===== src/hw/rtl/gprmc_pkg.sv =====
// Shared types, character codes and helper functions for the GPRMC time parser.
`default_nettype none

package gprmc_pkg;

    localparam logic [7:0] C_DOLLAR = 8'h24;
    localparam logic [7:0] C_G      = 8'h47;
    localparam logic [7:0] C_P      = 8'h50;
    localparam logic [7:0] C_R      = 8'h52;
    localparam logic [7:0] C_M      = 8'h4D;
    localparam logic [7:0] C_C      = 8'h43;
    localparam logic [7:0] C_STAR   = 8'h2A;
    localparam logic [7:0] C_A      = 8'h41;
    localparam logic [7:0] C_F      = 8'h46;
    localparam logic [7:0] C_COMMA  = 8'h2C;
    localparam logic [7:0] C_ZERO   = 8'h30;

    localparam int unsigned HDR_LEN     = 6;
    localparam int unsigned TIME_DIGITS = 6;
    localparam logic [3:0]  POS_TIME_LO = 4'd7;
    localparam logic [3:0]  POS_TIME_HI = 4'd12;
    localparam logic [3:0]  POS_MAX     = 4'd15;
    localparam logic [4:0]  ZONE_RESET  = 5'd8;

    typedef struct packed {
        logic       sentence_accepted;
        logic [4:0] hours;
        logic [6:0] minutes;
        logic [6:0] seconds;
    } t_result;

    // Expected header character at positions 0..5.
    function automatic logic [7:0] hdr_char(input logic [2:0] pos);
        logic [7:0] ch;
        case (pos)
            3'd0:    ch = C_DOLLAR;
            3'd1:    ch = C_G;
            3'd2:    ch = C_P;
            3'd3:    ch = C_R;
            3'd4:    ch = C_M;
            3'd5:    ch = C_C;
            default: ch = C_DOLLAR;
        endcase
        return ch;
    endfunction

    // 'A'..'F' map to 10..15, everything else is code minus '0', kept to 12 bits.
    function automatic logic [11:0] hex_value(input logic [7:0] ch);
        logic [11:0] v;
        if (ch >= C_A && ch <= C_F) begin
            v = {4'd0, ch} - {4'd0, C_A} + 12'd10;
        end else begin
            v = {4'd0, ch} - {4'd0, C_ZERO};
        end
        return v;
    endfunction

    // Two decimal digits to a binary value, max 165.
    function automatic logic [7:0] two_digits(input logic [3:0] hi, input logic [3:0] lo);
        return {1'b0, hi, 3'b000} + {3'b000, hi, 1'b0} + {4'd0, lo};
    endfunction

    // h mod 24 for h <= 196: reciprocal multiply by 171/4096, never overshoots here.
    function automatic logic [4:0] mod24(input logic [7:0] h);
        logic [15:0] prod;
        logic [3:0]  q;
        logic [7:0]  r;
        prod = {8'd0, h} * 16'd171;
        q    = prod[15:12];
        r    = h - ({4'd0, q} * 8'd24);
        return r[4:0];
    endfunction

endpackage

`default_nettype wire


===== src/hw/rtl/gprmc_core.sv =====
// Per-character sentence state, checksum and status checks, held time update.
`default_nettype none

module gprmc_core (
    input  wire logic              i_clk,
    input  wire logic              i_rst_n,
    input  wire logic              i_valid,
    input  wire logic [7:0]        i_char,
    input  wire logic              i_last,
    input  wire logic [4:0]        i_zone,
    output logic                   o_push,
    output gprmc_pkg::t_result     o_result
);
    import gprmc_pkg::*;

    logic [3:0]  r_pos;
    logic        r_hdr_ok;
    logic [7:0]  r_xor;
    logic        r_star;
    logic [1:0]  r_taken;
    logic [11:0] r_chk;
    logic        r_comma;
    logic        r_pending;
    logic        r_status_a;
    logic [3:0]  r_digit [TIME_DIGITS];
    logic [4:0]  r_hours;
    logic [6:0]  r_minutes;
    logic [6:0]  r_seconds;

    logic        n_hdr_ok;
    logic [7:0]  n_xor;
    logic        n_star;
    logic [1:0]  n_taken;
    logic [11:0] n_chk;
    logic        n_comma;
    logic        n_pending;
    logic        n_status_a;
    logic [3:0]  n_digit [TIME_DIGITS];
    logic        ok;
    logic [7:0]  hour_sum;
    logic [7:0]  min_sum;
    logic [7:0]  sec_sum;

    always_comb begin
        n_hdr_ok   = r_hdr_ok;
        n_xor      = r_xor;
        n_star     = r_star;
        n_taken    = r_taken;
        n_chk      = r_chk;
        n_comma    = r_comma;
        n_pending  = r_pending;
        n_status_a = r_status_a;

        if (r_pos < 4'(HDR_LEN) && i_char != hdr_char(r_pos[2:0])) begin
            n_hdr_ok = 1'b0;
        end

        if (r_pos != 4'd0 && !r_star) begin
            if (i_char == C_STAR) begin
                n_star = 1'b1;
            end else begin
                n_xor = r_xor ^ i_char;
            end
        end else if (r_star && r_taken < 2'd2) begin
            n_chk   = {r_chk[7:0], 4'd0} + hex_value(i_char);
            n_taken = r_taken + 2'd1;
        end

        if (r_pending) begin
            n_status_a = (i_char == C_A);
            n_pending  = 1'b0;
        end else if (!r_comma && r_pos >= POS_TIME_LO
                     && (i_char == C_COMMA || i_char == C_STAR)) begin
            n_comma   = 1'b1;
            n_pending = 1'b1;
        end

        for (int k = 0; k < TIME_DIGITS; k++) begin
            n_digit[k] = (r_pos == POS_TIME_LO + 4'(k)) ? i_char[3:0] : r_digit[k];
        end

        ok = n_hdr_ok && (r_pos >= 4'(HDR_LEN)) && n_star && (n_taken == 2'd2)
             && (n_chk == {4'd0, n_xor}) && n_comma && !n_pending && n_status_a;

        hour_sum = two_digits(n_digit[0], n_digit[1]) + {3'd0, i_zone};
        min_sum  = two_digits(n_digit[2], n_digit[3]);
        sec_sum  = two_digits(n_digit[4], n_digit[5]);
    end

    always_ff @(posedge i_clk) begin
        if (!i_rst_n) begin
            r_pos      <= '0;
            r_hdr_ok   <= 1'b1;
            r_xor      <= '0;
            r_star     <= 1'b0;
            r_taken    <= '0;
            r_chk      <= '0;
            r_comma    <= 1'b0;
            r_pending  <= 1'b0;
            r_status_a <= 1'b0;
            for (int k = 0; k < TIME_DIGITS; k++) r_digit[k] <= '0;
            r_hours    <= '0;
            r_minutes  <= '0;
            r_seconds  <= '0;
        end else if (i_valid) begin
            if (i_last) begin
                // end of sentence: back to a clean slate, held time kept unless the sentence is accepted
                r_pos      <= '0;
                r_hdr_ok   <= 1'b1;
                r_xor      <= '0;
                r_star     <= 1'b0;
                r_taken    <= '0;
                r_chk      <= '0;
                r_comma    <= 1'b0;
                r_pending  <= 1'b0;
                r_status_a <= 1'b0;
                for (int k = 0; k < TIME_DIGITS; k++) r_digit[k] <= '0;
                if (ok) begin
                    r_hours   <= mod24(hour_sum);
                    r_minutes <= min_sum[6:0];
                    r_seconds <= sec_sum[6:0];
                end
            end else begin
                r_pos      <= (r_pos == POS_MAX) ? r_pos : r_pos + 4'd1;
                r_hdr_ok   <= n_hdr_ok;
                r_xor      <= n_xor;
                r_star     <= n_star;
                r_taken    <= n_taken;
                r_chk      <= n_chk;
                r_comma    <= n_comma;
                r_pending  <= n_pending;
                r_status_a <= n_status_a;
                for (int k = 0; k < TIME_DIGITS; k++) r_digit[k] <= n_digit[k];
            end
        end
    end

    always_comb begin
        o_push                     = i_valid && i_last;
        o_result.sentence_accepted = ok;
        o_result.hours             = ok ? mod24(hour_sum) : r_hours;
        o_result.minutes           = ok ? min_sum[6:0]    : r_minutes;
        o_result.seconds           = ok ? sec_sum[6:0]    : r_seconds;
    end

endmodule

`default_nettype wire


===== src/hw/rtl/gprmc_obuf.sv =====
// Two-entry result queue: result register plus skid slot towards the output channel.
`default_nettype none

module gprmc_obuf (
    input  wire logic               i_clk,
    input  wire logic               i_rst_n,
    input  wire logic               i_push,
    input  wire gprmc_pkg::t_result i_result,
    output logic                    o_full,
    output logic                    o_valid,
    input  wire logic               i_stall,
    output gprmc_pkg::t_result      o_result
);
    import gprmc_pkg::*;

    t_result    r_mem [2];
    logic       r_wr_ptr;
    logic       r_rd_ptr;
    logic [1:0] r_count;
    logic       pop;

    assign pop      = (r_count != 2'd0) && !i_stall;
    assign o_valid  = (r_count != 2'd0);
    assign o_full   = (r_count == 2'd2);
    assign o_result = r_mem[r_rd_ptr];

    always_ff @(posedge i_clk) begin
        if (i_push) begin
            r_mem[r_wr_ptr] <= i_result;
        end
    end

    always_ff @(posedge i_clk) begin
        if (!i_rst_n) begin
            r_wr_ptr <= 1'b0;
            r_rd_ptr <= 1'b0;
            r_count  <= '0;
        end else begin
            if (i_push) r_wr_ptr <= ~r_wr_ptr;
            if (pop)    r_rd_ptr <= ~r_rd_ptr;
            case ({i_push, pop})
                2'b10:   r_count <= r_count + 2'd1;
                2'b01:   r_count <= r_count - 2'd1;
                default: r_count <= r_count;
            endcase
        end
    end

endmodule

`default_nettype wire


===== src/hw/rtl/gprmc_time_sentence_parser_top.sv =====
// Top level of the GPRMC time sentence parser: input register, parser core, result queue.
// A result passes from the input register through the core into the result queue.
// Throughput: one character per cycle; a last character waits in the input register only
//   while both result slots are occupied.
// Reset: synchronous, active low; clears the sentence state, the held time (00:00:00),
//   the input register and the result queue, and loads the zone offset with 8 hours.
`default_nettype none

module gprmc_time_sentence_parser_top (
    input  wire logic       i_clk,
    input  wire logic       i_rst_n,
    // character channel
    input  wire logic       i_in_valid,
    output logic            o_in_stall,
    input  wire logic [7:0] i_char_code,
    input  wire logic       i_last_char,
    // result channel
    output logic            o_out_valid,
    input  wire logic       i_out_stall,
    output logic            o_sentence_accepted,
    output logic [4:0]      o_hours,
    output logic [6:0]      o_minutes,
    output logic [6:0]      o_seconds,
    // zone offset register write
    input  wire logic       i_cfg_valid,
    output logic            o_cfg_ready,
    input  wire logic [4:0] i_cfg_data
);
    import gprmc_pkg::*;

    // Input register: one character held between the port and the parser core.
    logic       r_in_valid;
    logic [7:0] r_in_char;
    logic       r_in_last;
    logic [4:0] r_zone;

    logic       load;
    logic       advance;
    logic       push;
    logic       full;
    t_result    core_result;
    t_result    out_result;

    // Only a last character needs a free result slot; other characters always move on.
    assign advance    = r_in_valid && !(r_in_last && full);
    assign o_in_stall = r_in_valid && !advance;
    assign load       = i_in_valid && !o_in_stall;

    // Register writes are accepted in every cycle.
    assign o_cfg_ready = 1'b1;

    always_ff @(posedge i_clk) begin
        if (!i_rst_n) begin
            r_in_valid <= 1'b0;
        end else if (load) begin
            r_in_valid <= 1'b1;
        end else if (advance) begin
            r_in_valid <= 1'b0;
        end
    end

    // payload: no reset needed
    always_ff @(posedge i_clk) begin
        if (load) begin
            r_in_char <= i_char_code;
            r_in_last <= i_last_char;
        end
    end

    always_ff @(posedge i_clk) begin
        if (!i_rst_n) begin
            r_zone <= ZONE_RESET;
        end else if (i_cfg_valid && o_cfg_ready) begin
            r_zone <= i_cfg_data;
        end
    end

    // Per-character checks and the held time; emits one result per sentence.
    gprmc_core u_core (
        .i_clk    (i_clk),
        .i_rst_n  (i_rst_n),
        .i_valid  (advance),
        .i_char   (r_in_char),
        .i_last   (r_in_last),
        .i_zone   (r_zone),
        .o_push   (push),
        .o_result (core_result)
    );

    // Result register and skid slot, so one waiting result never blocks new characters.
    gprmc_obuf u_obuf (
        .i_clk    (i_clk),
        .i_rst_n  (i_rst_n),
        .i_push   (push),
        .i_result (core_result),
        .o_full   (full),
        .o_valid  (o_out_valid),
        .i_stall  (i_out_stall),
        .o_result (out_result)
    );

    assign o_sentence_accepted = out_result.sentence_accepted;
    assign o_hours             = out_result.hours;
    assign o_minutes           = out_result.minutes;
    assign o_seconds           = out_result.seconds;

endmodule

`default_nettype wire


===== config.mk =====
export PLATFORM = sky130hd
export DESIGN_NAME = gprmc_time_sentence_parser_top
export DESIGN_NICKNAME = d
export VERILOG_FILES = /design/src/hw/rtl/gprmc_pkg.sv /design/src/hw/rtl/gprmc_core.sv /design/src/hw/rtl/gprmc_obuf.sv /design/src/hw/rtl/gprmc_time_sentence_parser_top.sv
export SDC_FILE = /design/constraint.sdc
export NUM_CORES = 1
export LEC_CHECK = 0
export BUFFER_PORTS_ARGS = -buffer_cell sky130_fd_sc_hd__buf_4
export CAP_MARGIN = 20
export CORE_MARGIN = 5
export CORE_UTILIZATION = 30
export CTS_CLUSTER_DIAMETER = 50
export DETAILED_ROUTE_END_ITERATION = 12
export PLACE_DENSITY_LB_ADDON = 0.3
export SETUP_SLACK_MARGIN = 0.15
export SYNTH_ARGS = -nofsm -noshare
export SYNTH_HDL_FRONTEND = slang
export SYNTH_SLANG_ARGS = --single-unit

===== constraint.sdc =====
create_clock -name i_clk -period 9.8 [get_ports i_clk]
set_input_delay 1.96 -clock i_clk [delete_from_list [all_inputs] [get_ports i_clk]]
set_output_delay 1.96 -clock i_clk [all_outputs]
set_load 0.01 [all_outputs]

After elaboration in Yosys (flattened, before gate mapping)
Memories as Yosys holds them, arrays and structs flattened. A register that Yosys moved wholly into a read port is not among the register bits.
Index checks and enable logic that the tools add are counted.
{"block": "classes", "bitwise": 15, "shifts": 0, "n_reduce_logical": 33, "n_lt_le_gt_ge": 6, "n_mul": 2, "eq_ne": 22, "div": 0, "add_sub_neg": 16, "muxes": 65}
{"operator": "$mux 4", "count": 20}
{"operator": "$mux 12", "count": 6}
{"operator": "$pmux 7 s5", "count": 1}
{"operator": "$mux 1", "count": 28}
{"operator": "$eq 4x4->1 const B", "count": 6}
{"operator": "$mux 8", "count": 3}
{"operator": "$logic_and 1x1->1", "count": 19}
{"operator": "$eq 8x6->1 const B", "count": 2}
{"operator": "$mul 8x8->16 const B", "count": 1}
{"operator": "$add 7x4->7", "count": 2}
{"operator": "$add 7x5->7", "count": 2}
{"operator": "$mux 7", "count": 2}
{"operator": "$add 12x12->12", "count": 1}
{"operator": "$add 12x4->12 const B", "count": 1}
{"operator": "$eq 12x8->1", "count": 1}
{"operator": "$or 1x1->1", "count": 12}
{"operator": "$sub 8x6->9 const B", "count": 1}
{"operator": "$sub 8x7->9 const B", "count": 1}
{"operator": "$add 7x5->8", "count": 1}
{"operator": "$add 8x4->8", "count": 1}
{"operator": "$add 8x5->8", "count": 1}
{"operator": "$eq 8x7->1 const B", "count": 1}
{"operator": "$ge 4x3->1 const B", "count": 2}
{"operator": "$ge 8x7->1 const B", "count": 1}
{"operator": "other kinds (26)", "count": 43}
{"block": "totals", "in_bits": 19, "mem_bits_rw": 64, "regBits": 69, "latchBits": 0, "out_inout_bits": 23, "romBits": 0, "mem_count": 2}
{"name": "u_obuf.r_mem", "depth": 2, "width": 20, "read_ports": 1, "rd_ports_with_merged_regs": 1, "wr": 1, "line": "gprmc_obuf.sv:16", "text": "t_result r_mem [2];"}
{"name": "u_core.r_digit", "depth": 6, "width": 4, "read_ports": 6, "rd_ports_with_merged_regs": 0, "wr": 6, "line": "gprmc_core.sv:25", "text": "logic [3:0] r_digit [TIME_DIGITS];"}

Longest topological paths before layout
Gate-level depths: netlist (run 1).
{"block": "depth", "ltp_word": 14, "ltp_mapped": 33}

Cells and area by module
Synthesis (run 1) repeated with hierarchy kept, for this count alone.
{"block": "hier_totals", "cells_unflattened": 910, "hier_area_um2": 9195.1}
{"module": "gprmc_core", "instances": 1, "area_each_um2": 7005.5, "cells_per_inst": 791}
{"module": "gprmc_obuf", "instances": 1, "area_each_um2": 1665.3, "cells_per_inst": 87}
{"module": "gprmc_time_sentence_parser_top", "instances": 1, "area_each_um2": 524.3, "cells_per_inst": 32}

Least setup slack after synthesis (run 1)
Ideal clock, no wire load.
{"block": "synth_path", "path_kind": "register -> register", "start": "register u_core.r_pos[2]", "end": "memory u_obuf.r_mem[0][18] (netlist name) (data pin)", "stages_incl_launch_ff": 27, "setup_time_ns": 0.266, "arrival_ns": 7.123, "setup_slack_ns": 2.411, "synth_period_minus_slack_ns": 7.389, "path_buffers": 1, "cell_sequence": "dfxtp_1 clkbuf_1 nand3b_1 a21oi_1 fa_1 inv_1 fa_1 fa_1 ha_1 fa_1 inv_1 fa_1 fa_1 inv_1 ha_1 or3_1 a2111oi_0 o21ai_0 nand2_1 xnor2_1 ha_1 xnor2_1 xnor2_1 xnor2_1 xnor2_1 xnor2_1 mux2_1"}
{"item": "from (decl)", "line": "gprmc_core.sv:16", "text": "logic [3:0] r_pos;"}
{"item": "from (signal assigned)", "line": "gprmc_core.sv:124", "text": "r_pos <= (r_pos == POS_MAX) ? r_pos : r_pos + 4'd1;"}
{"item": "to (decl)", "line": "gprmc_obuf.sv:16"}

==> results of run 1 <==
==> logic make-up after synthesis <==
group                    after synthesis  share of synthesized area [%]
other                                  1                        0.04188
multiplexers                          71                          8.524
AO/OA/AOI/OAI                        160                          11.93
buffers and inverters                108                          5.240
XOR/XNOR                              49                          4.961
flip-flops                           134                          38.12
adder cells (fa/ha/maj)              104                          16.38
AND/OR/NAND/NOR                      263                          14.80
==> power breakdown <==
part           total, mW  switching (mW)  internal [mW]
Sequential         0.626          0.0206          0.605
Combinational      0.711           0.387          0.324
Clock              0.643           0.282          0.361
==> metal layers <==
metal	GRT usage [%]	vias up
li1	-	3191
met5	0	-
met2	20.67	121
met1	17.95	3012
met4	3.633	0
met3	2.003	20
==> state kept, by name, summed over array words and instances, names as in the netlist, 4 cells and up, named ones only <==
name and flops:
u_core.r_seconds 7, r_zone 5, u_obuf.r_mem 40, u_core.r_xor 8
u_core.r_chk 12, u_core.r_digit 24, r_in_char 8, u_core.r_hours 5
u_core.r_minutes 7, u_core.r_pos 4
==> area by class of cell <==
cell class,count,area (um2)
Clock buffer,17,425.4
Clock inverter,15,161.4
Fill cell,2988,19390
Inverter,69,259.0
Multi-Input combinational cell,648,5087
Sequential cell,134,3413
Tap cell,390,488.0
Timing Repair Buffer,44,330.3
==> how the worst max path moves through the flow <==
stage	slack, ns	end	cells past startpoint	from
5_1_grt	0.97	u_obuf.r_mem[0][18]$_DFFE_PP_	28	u_core.r_pos[1]$_SDFFE_PN0P_
6_report	1.76	u_obuf.r_mem[0][18]$_DFFE_PP_	28	u_core.r_pos[1]$_SDFFE_PN0P_
4_1_cts	1.70	u_obuf.r_mem[0][18]$_DFFE_PP_	28	u_core.r_pos[1]$_SDFFE_PN0P_
2_1_floorplan	2.41	u_obuf.r_mem[0][18]$_DFFE_PP_	26	u_core.r_pos[2]$_SDFFE_PN0P_
3_5_place_dp	1.74	u_obuf.r_mem[0][18]$_DFFE_PP_	28	u_core.r_pos[1]$_SDFFE_PN0P_
3_3_place_gp	1.96	u_obuf.r_mem[0][18]$_DFFE_PP_	28	u_core.r_pos[1]$_SDFFE_PN0P_
==> worst max-delay path, delay by kind of cell, from the launching register on <==
| family | cells | cell delay (ns) |
|---|---|---|
| buffers and inverters | 3 | 0.21 |
| AOI/OAI and AO/OA | 5 | 1.52 |
| and+or+nand+nor | 3 | 0.73 |
| DFF | 1 | 0.43 |
| xor gates and xnor gates | 7 | 1.15 |
| adders and majority gates | 9 | 3.41 |
| muxes | 1 | 0.31 |
==> Yosys cell counts (6+ instances only) <==
| cell type | number | area [um2] |
|---|---|---|
| a21boi_0 | 9 | 67.56 |
| a21o_1 | 8 | 60.06 |
| a21oi_1 | 44 | 220.2 |
| a22o_1 | 7 | 61.31 |
| and2_1 | 25 | 156.4 |
| clkbuf_1 | 26 | 97.59 |
| dfxtp_1 | 61 | 1221 |
| edfxtp_1 | 73 | 2192 |
| fa_1 | 22 | 440.4 |
| ha_1 | 82 | 1026 |
| inv_1 | 67 | 251.5 |
| mux2_1 | 18 | 202.7 |
| mux2_2 | 24 | 270.3 |
| mux2i_1 | 29 | 290.3 |
| nand2_1 | 102 | 382.9 |
| nand2b_1 | 7 | 43.79 |
| nand3_1 | 9 | 45.04 |
| nand4_1 | 6 | 37.54 |
| nor2_1 | 42 | 157.7 |
| nor2b_1 | 16 | 100.1 |
| nor3_1 | 15 | 75.07 |
| nor3b_1 | 6 | 45.04 |
| o21ai_0 | 48 | 240.2 |
| o31ai_1 | 6 | 45.04 |
| or3_1 | 7 | 43.79 |
| xnor2_1 | 34 | 297.8 |
| xor2_1 | 14 | 122.6 |
==> metrics by stage <==
step / hold slack [ns] / util [%] / cells
final: 0.4536 / 34.39 / 1317
after global routing: 0.4609 / 34.39 / 1317
after CTS: 0.4548 / 34.39 / 1317
after detailed placement: 0.4420 / 32.40 / 1285
after global placement: 0.4374 / 32.40 / 1285
after floorplan: 0.4250 / - / 890
==> cell usage in the layout, fill, tap and decap left out, types with 22 or more instances in the layout <==
| cell | netlist | final |
|---|---|---|
| ha_1 | 82 | 82 |
| fa_1 | 22 | 22 |
| buf_4 | 3 | 44 |
| o21ai_0 | 48 | 48 |
| nor2_1 | 42 | 41 |
| a21oi_1 | 44 | 44 |
| dfxtp_1 | 61 | 61 |
| edfxtp_1 | 73 | 73 |
| and2_1 | 25 | 25 |
| mux2_2 | 24 | 24 |
| mux2i_1 | 29 | 29 |
| nand2_1 | 102 | 102 |
| inv_1 | 67 | 67 |
| xnor2_1 | 34 | 34 |
==> reports/metrics.yaml, run 1 <==
cts_tree: "done"
synth.avg_cell_area_um2: 10.06
worst_hold_path.endpoint: "u_core.r_seconds[0]$_SDFFE_PN0P_"
drtIter0Drc: 406
start_util_pct: 30.29
r2r_start: "u_core.r_pos[1]$_SDFFE_PN0P_"
worst_pin_slew_ns: 1.067
grt_max_degree: 66
clk_latency_ns: 0.43
post_cts_buffers: 0
max_clock_freq_ghz: 0.1244
fin_area_um2: 10160
ios: 42
die_h_um: 182.8
setup_ws_ns: 1.764
leakagePower_nw: 4.255
drc: 0
cpMostUsedCell: "xnor2_1"
finalMaxSlewViolations: 0
synthArstFlopShare_pct: 0
holdPathStages: 2
drv_cap: 0
r2r_slack_ns: 1.76
via_count: 6344
htreeDepth: 4
setup_tns_ns: 0
viasPerCell: 4.817
cts_max_path_buffers: 2
p_total_mw: 1.979
dp_hpwl_mm: 15.23
cpPeakStageDelay_ns: 0.54
antenna_found_initial: 0
cts_sinks: 134
rr_worst_depth: 28
drtPass1Iterations: 4
crit_required_ns: 9.97
dieArea_um2: 33400
core_area_um2: 29560
clkTransAtPathRegs_ns: 0.07
finClkSkew_ns: 0.01072
synth-seq-cells: 134
route.met2.wl_mm: 9.641
cts_buffers: 17
netlist_area_um2: 8954
die_w_um: 182.8
drt-total-wl_mm: 20.83
setup_viol: 0
root_buffer: "clkbuf_16"
met3_length_um: 900
synth_edf_count: 73
overflow: 0
start_kind: "flop"
end_kind: "flop"
drive_gt1_share_pct: 12.73
seq_area_frac_synth_pct: 38.12
ctsResizeCount: 0
cts_hold_buf: 0
final_nets: 1037
status: "completed"
min_path_type: "flop to flop"
slew-limit-headroom_pct: 28.80
port_buffers: 40
place_congestion: 0.9133
yosysWarnings: 0
grt_util_all_layers_pct: 12.83
synthFlopType: "edfxtp_1"
p_per_area_nw_per_um2: 194.7
grt_pass1_vias: 6326
wl_per_cell_um: 15.82
ys_types: 75
synth_nets: 1013
grt_first_pass_wirelength_mm: 34.45
synthCells: 890
r2r_end: "u_obuf.r_mem[0][18]$_DFFE_PP_"
arrival_ns: 8.21
hold_viol_final: 0
timing.final.crit_period_ns: 8.036
antenna_left: 0
pre_cts_slack_ns: 1.740
area_growth_syn_to_layout_pct: 13.53
rsz0062_at_grt: "no"
rows: 63
highest_layer: "met4"
path_class: "flop to flop"
n_antenna_cell: 0
crit_fanout: 8
dpl_cell_area_um2: 9578
cp_slowest_cell: "fa_1"
drt-met1-wl_mm: 10.05
finalCritPeriodShare_pct: 82.00
hold_start: "u_core.r_seconds[0]$_SDFFE_PN0P_"
ir_drop_mv: 0.1129
Power figures use the tool's default switching activity.
==> run 2: changes to the inputs <==
clock period = 8.4 ns   (was 9.8 ns; I/O delays follow)
==> run 2 against run 1 <==
  * Clock-buffer cell count increased by 1
  * Cell count increased by 0.68%
  * Clock skew decreased by 0.0015 ns
==> reports/metrics.yaml, run 2 (same netlist as run 1, synthesis figures left out) <==
r2r_slack_ns: 0.65  # was 1.76 ns
worst-path-buf-inv: 3  # unchanged
antenna_found_initial: 0  # unchanged
cts_tree: "done"  # unchanged
leakagePower_nw: 4.319  # was 4.255 nW
area_growth_syn_to_layout_pct: 14.90  # was 13.53%
dp_cells: 1292  # was 1285
drive_gt1_share_pct: 14.00  # was 12.73%
rows: 63  # unchanged
path_class: "flop to flop"  # unchanged
crit_required_ns: 8.56  # was 9.97 ns
clk_latency_ns: 0.43  # about the same
grt_util_all_layers_pct: 12.73  # was 12.83%
ios: 42  # unchanged
holdPathStages: 2  # unchanged
use_met2_pct: 20.82  # was 20.67%
viasPerCell: 4.770  # was 4.817
timing.final.crit_period_ns: 7.748  # was 8.036 ns
setup_tns_ns: 0  # unchanged
wl_per_cell_um: 15.51  # was 15.82 um
grt_first_pass_wirelength_mm: 34.20  # was 34.45 mm
finalMaxSlewViolations: 0  # unchanged
die_w_um: 182.8  # unchanged
antenna_left: 0  # unchanged
cpMostUsedCell: "xnor2_1"  # unchanged
via_count: 6325  # was 6344
crit_family: "adder cells"  # unchanged
p_per_area_nw_per_um2: 228.1  # was 194.7 nW/um2
final_nets: 1046  # was 1037
crit_fanout: 7  # was 8
cp_slowest_cell: "fa_1"  # unchanged
arrival_ns: 7.91  # was 8.21 ns
top_regs: "u_obuf.r_mem (40), u_core.r_digit (24), u_core.r_chk (12)"  # unchanged
cpPeakStageDelay_ns: 0.52  # was 0.54 ns
start_kind: "flop"  # unchanged
core_area_um2: 29560  # unchanged
stdcell_count: 1326  # was 1317
root_buffer: "clkbuf_16"  # unchanged
end_kind: "flop"  # unchanged
largest_reg_flops: 40  # unchanged
setup_viol: 0  # unchanged
layout.cells.most_common_list: "101 x nand2_1, 81 x ha_1, 73 x edfxtp_1"  # was 102 x nand2_1, 82 x ha_1, 73 x edfxtp_1
worst_pin_slew_ns: 1.111  # was 1.067 ns
regMostFlops: "u_obuf.r_mem"  # unchanged
slew-limit-headroom_pct: 25.68  # was 28.80%
busiest_layer: "met2"  # unchanged
hold_viol_final: 0  # unchanged
r2r_start: "u_core.r_pos[1]$_SDFFE_PN0P_"  # unchanged
clkTransAtPathRegs_ns: 0.06  # was 0.07 ns
drv_cap: 0  # unchanged
min_path_type: "flop to flop"  # unchanged
die_h_um: 182.8  # unchanged
cts_buffers: 17  # unchanged
drtPass1Iterations: 5  # was 4
hold_start: "u_core.r_seconds[2]$_SDFFE_PN0P_"  # was u_core.r_seconds[0]$_SDFFE_PN0P_
r2r_end: "u_obuf.r_mem[1][18]$_DFFE_PP_"  # was u_obuf.r_mem[0][18]$_DFFE_PP_
status: "completed"  # unchanged
start_util_pct: 30.29  # unchanged
grtUsageMet3_pct: 2.122  # was 2.003%
place_congestion: 0.9024  # was 0.9133
max_clock_freq_ghz: 0.1291  # was 0.1244 GHz
n_antenna_cell: 0  # unchanged
dp_hpwl_mm: 15.19  # was 15.23 mm
layout_commonest_cell: "nand2_1"  # unchanged
worst_hold_path.endpoint: "u_core.r_seconds[2]$_SDFFE_PN0P_"  # was u_core.r_seconds[0]$_SDFFE_PN0P_
port_buffers: 40  # unchanged
cts_max_path_buffers: 2  # unchanged
grt_max_degree: 66  # unchanged
grt_pass1_vias: 6428  # was 6326
drtIter0Drc: 372  # was 406
htreeDepth: 4  # unchanged
use_met1_pct: 17.53  # was 17.95%
rr_worst_depth: 30  # was 28
cts_sinks: 134  # unchanged
drc: 0  # unchanged
finClkSkew_ns: 0.009176  # was 0.01072 ns
dieArea_um2: 33400  # unchanged
finalCritPeriodShare_pct: 92.24  # was 82.00%
drt-total-wl_mm: 20.56  # was 20.83 mm
rsz0062_at_grt: "no"  # unchanged
ir_drop_mv: 0.1346  # was 0.1129 mV
overflow: 0  # unchanged
-- run 2: changes by cell type in the layout (fill, tap and decap cells not counted), sizes merged --
cell    before  now
buf         44   53
inv         76   77
clkbuf      17   18
bufinv       1    2
clkinv       6    3
-- run 2: report_power, final --
part	switching, mW	internal (mW)	total, mW
Clock	0.321	0.461	0.781
Combinational	0.452	0.387	0.838
Sequential	0.0207	0.706	0.727
Total	0.793	1.55	2.35
-- run 2: per-layer routing --
layer	part of all wire, %	wire length [um]
met2	47	9691
met4	1.2	245
met5	0	0
met3	2.9	592
met1	49	10030
-- run 2: worst max path at each step --
stage	start	to	slack, ns	cells past startpoint
2_1_floorplan	u_core.r_pos[2]$_SDFFE_PN0P_	u_obuf.r_mem[0][18]$_DFFE_PP_	1.01	26
3_5_place_dp	u_core.r_pos[1]$_SDFFE_PN0P_	u_obuf.r_mem[1][18]$_DFFE_PP_	0.42	29
4_1_cts	u_core.r_pos[1]$_SDFFE_PN0P_	u_obuf.r_mem[0][18]$_DFFE_PP_	0.40	29
3_3_place_gp	u_core.r_pos[1]$_SDFFE_PN0P_	u_obuf.r_mem[0][18]$_DFFE_PP_	0.60	28
6_report	u_core.r_pos[1]$_SDFFE_PN0P_	u_obuf.r_mem[1][18]$_DFFE_PP_	0.65	30
5_1_grt	u_core.r_pos[1]$_SDFFE_PN0P_	u_obuf.r_mem[1][18]$_DFFE_PP_	0.17	29
-- run 2: worst reg2reg max path, delay by kind of cell, from the launching register on --
kind	cells	cell delay, ns
adders and majority gates	9	3.55
xor gates and xnor gates	7	1.17
and+or+nand+nor	6	1.04
AOI/OAI and AO/OA	4	0.84
DFF	1	0.43
muxes	1	0.32
buffers and inverters	3	0.14
-- run 2: what timing repair did --
action,CTS,global route
gates resized for setup,0,5
setup buffers,0,1
endpoints found under the setup margin,0,3
endpoints found under the hold margin,0,0
hold buffers,0,0
-- run 2: metrics by stage --
stage               utilization (%)  instance area, um2  worst slack [ns]  power [mW]  hold slack, ns
floorplan                         -                8954             1.011       1.387          0.4250
global route                  34.80               10290            0.1728       2.565          0.4821
detailed placement            32.58                9630            0.4152       1.587          0.4459
global placement              32.58                9630            0.6025       1.575          0.4378
finish                        34.80               10290            0.6519       2.347          0.4524
CTS                           34.67               10250            0.3958       2.382          0.4581
-- run 2: area by class of cell --
cell class / instances / area [um2]
clock buffer: 18 / 439.2
clock inverter: 14 / 178.9
fill: 2993 / 19270
inverter: 69 / 259.0
multi-input combinational: 648 / 5104
sequential: 134 / 3413
tap: 390 / 488.0
timing repair buffer: 53 / 405.4
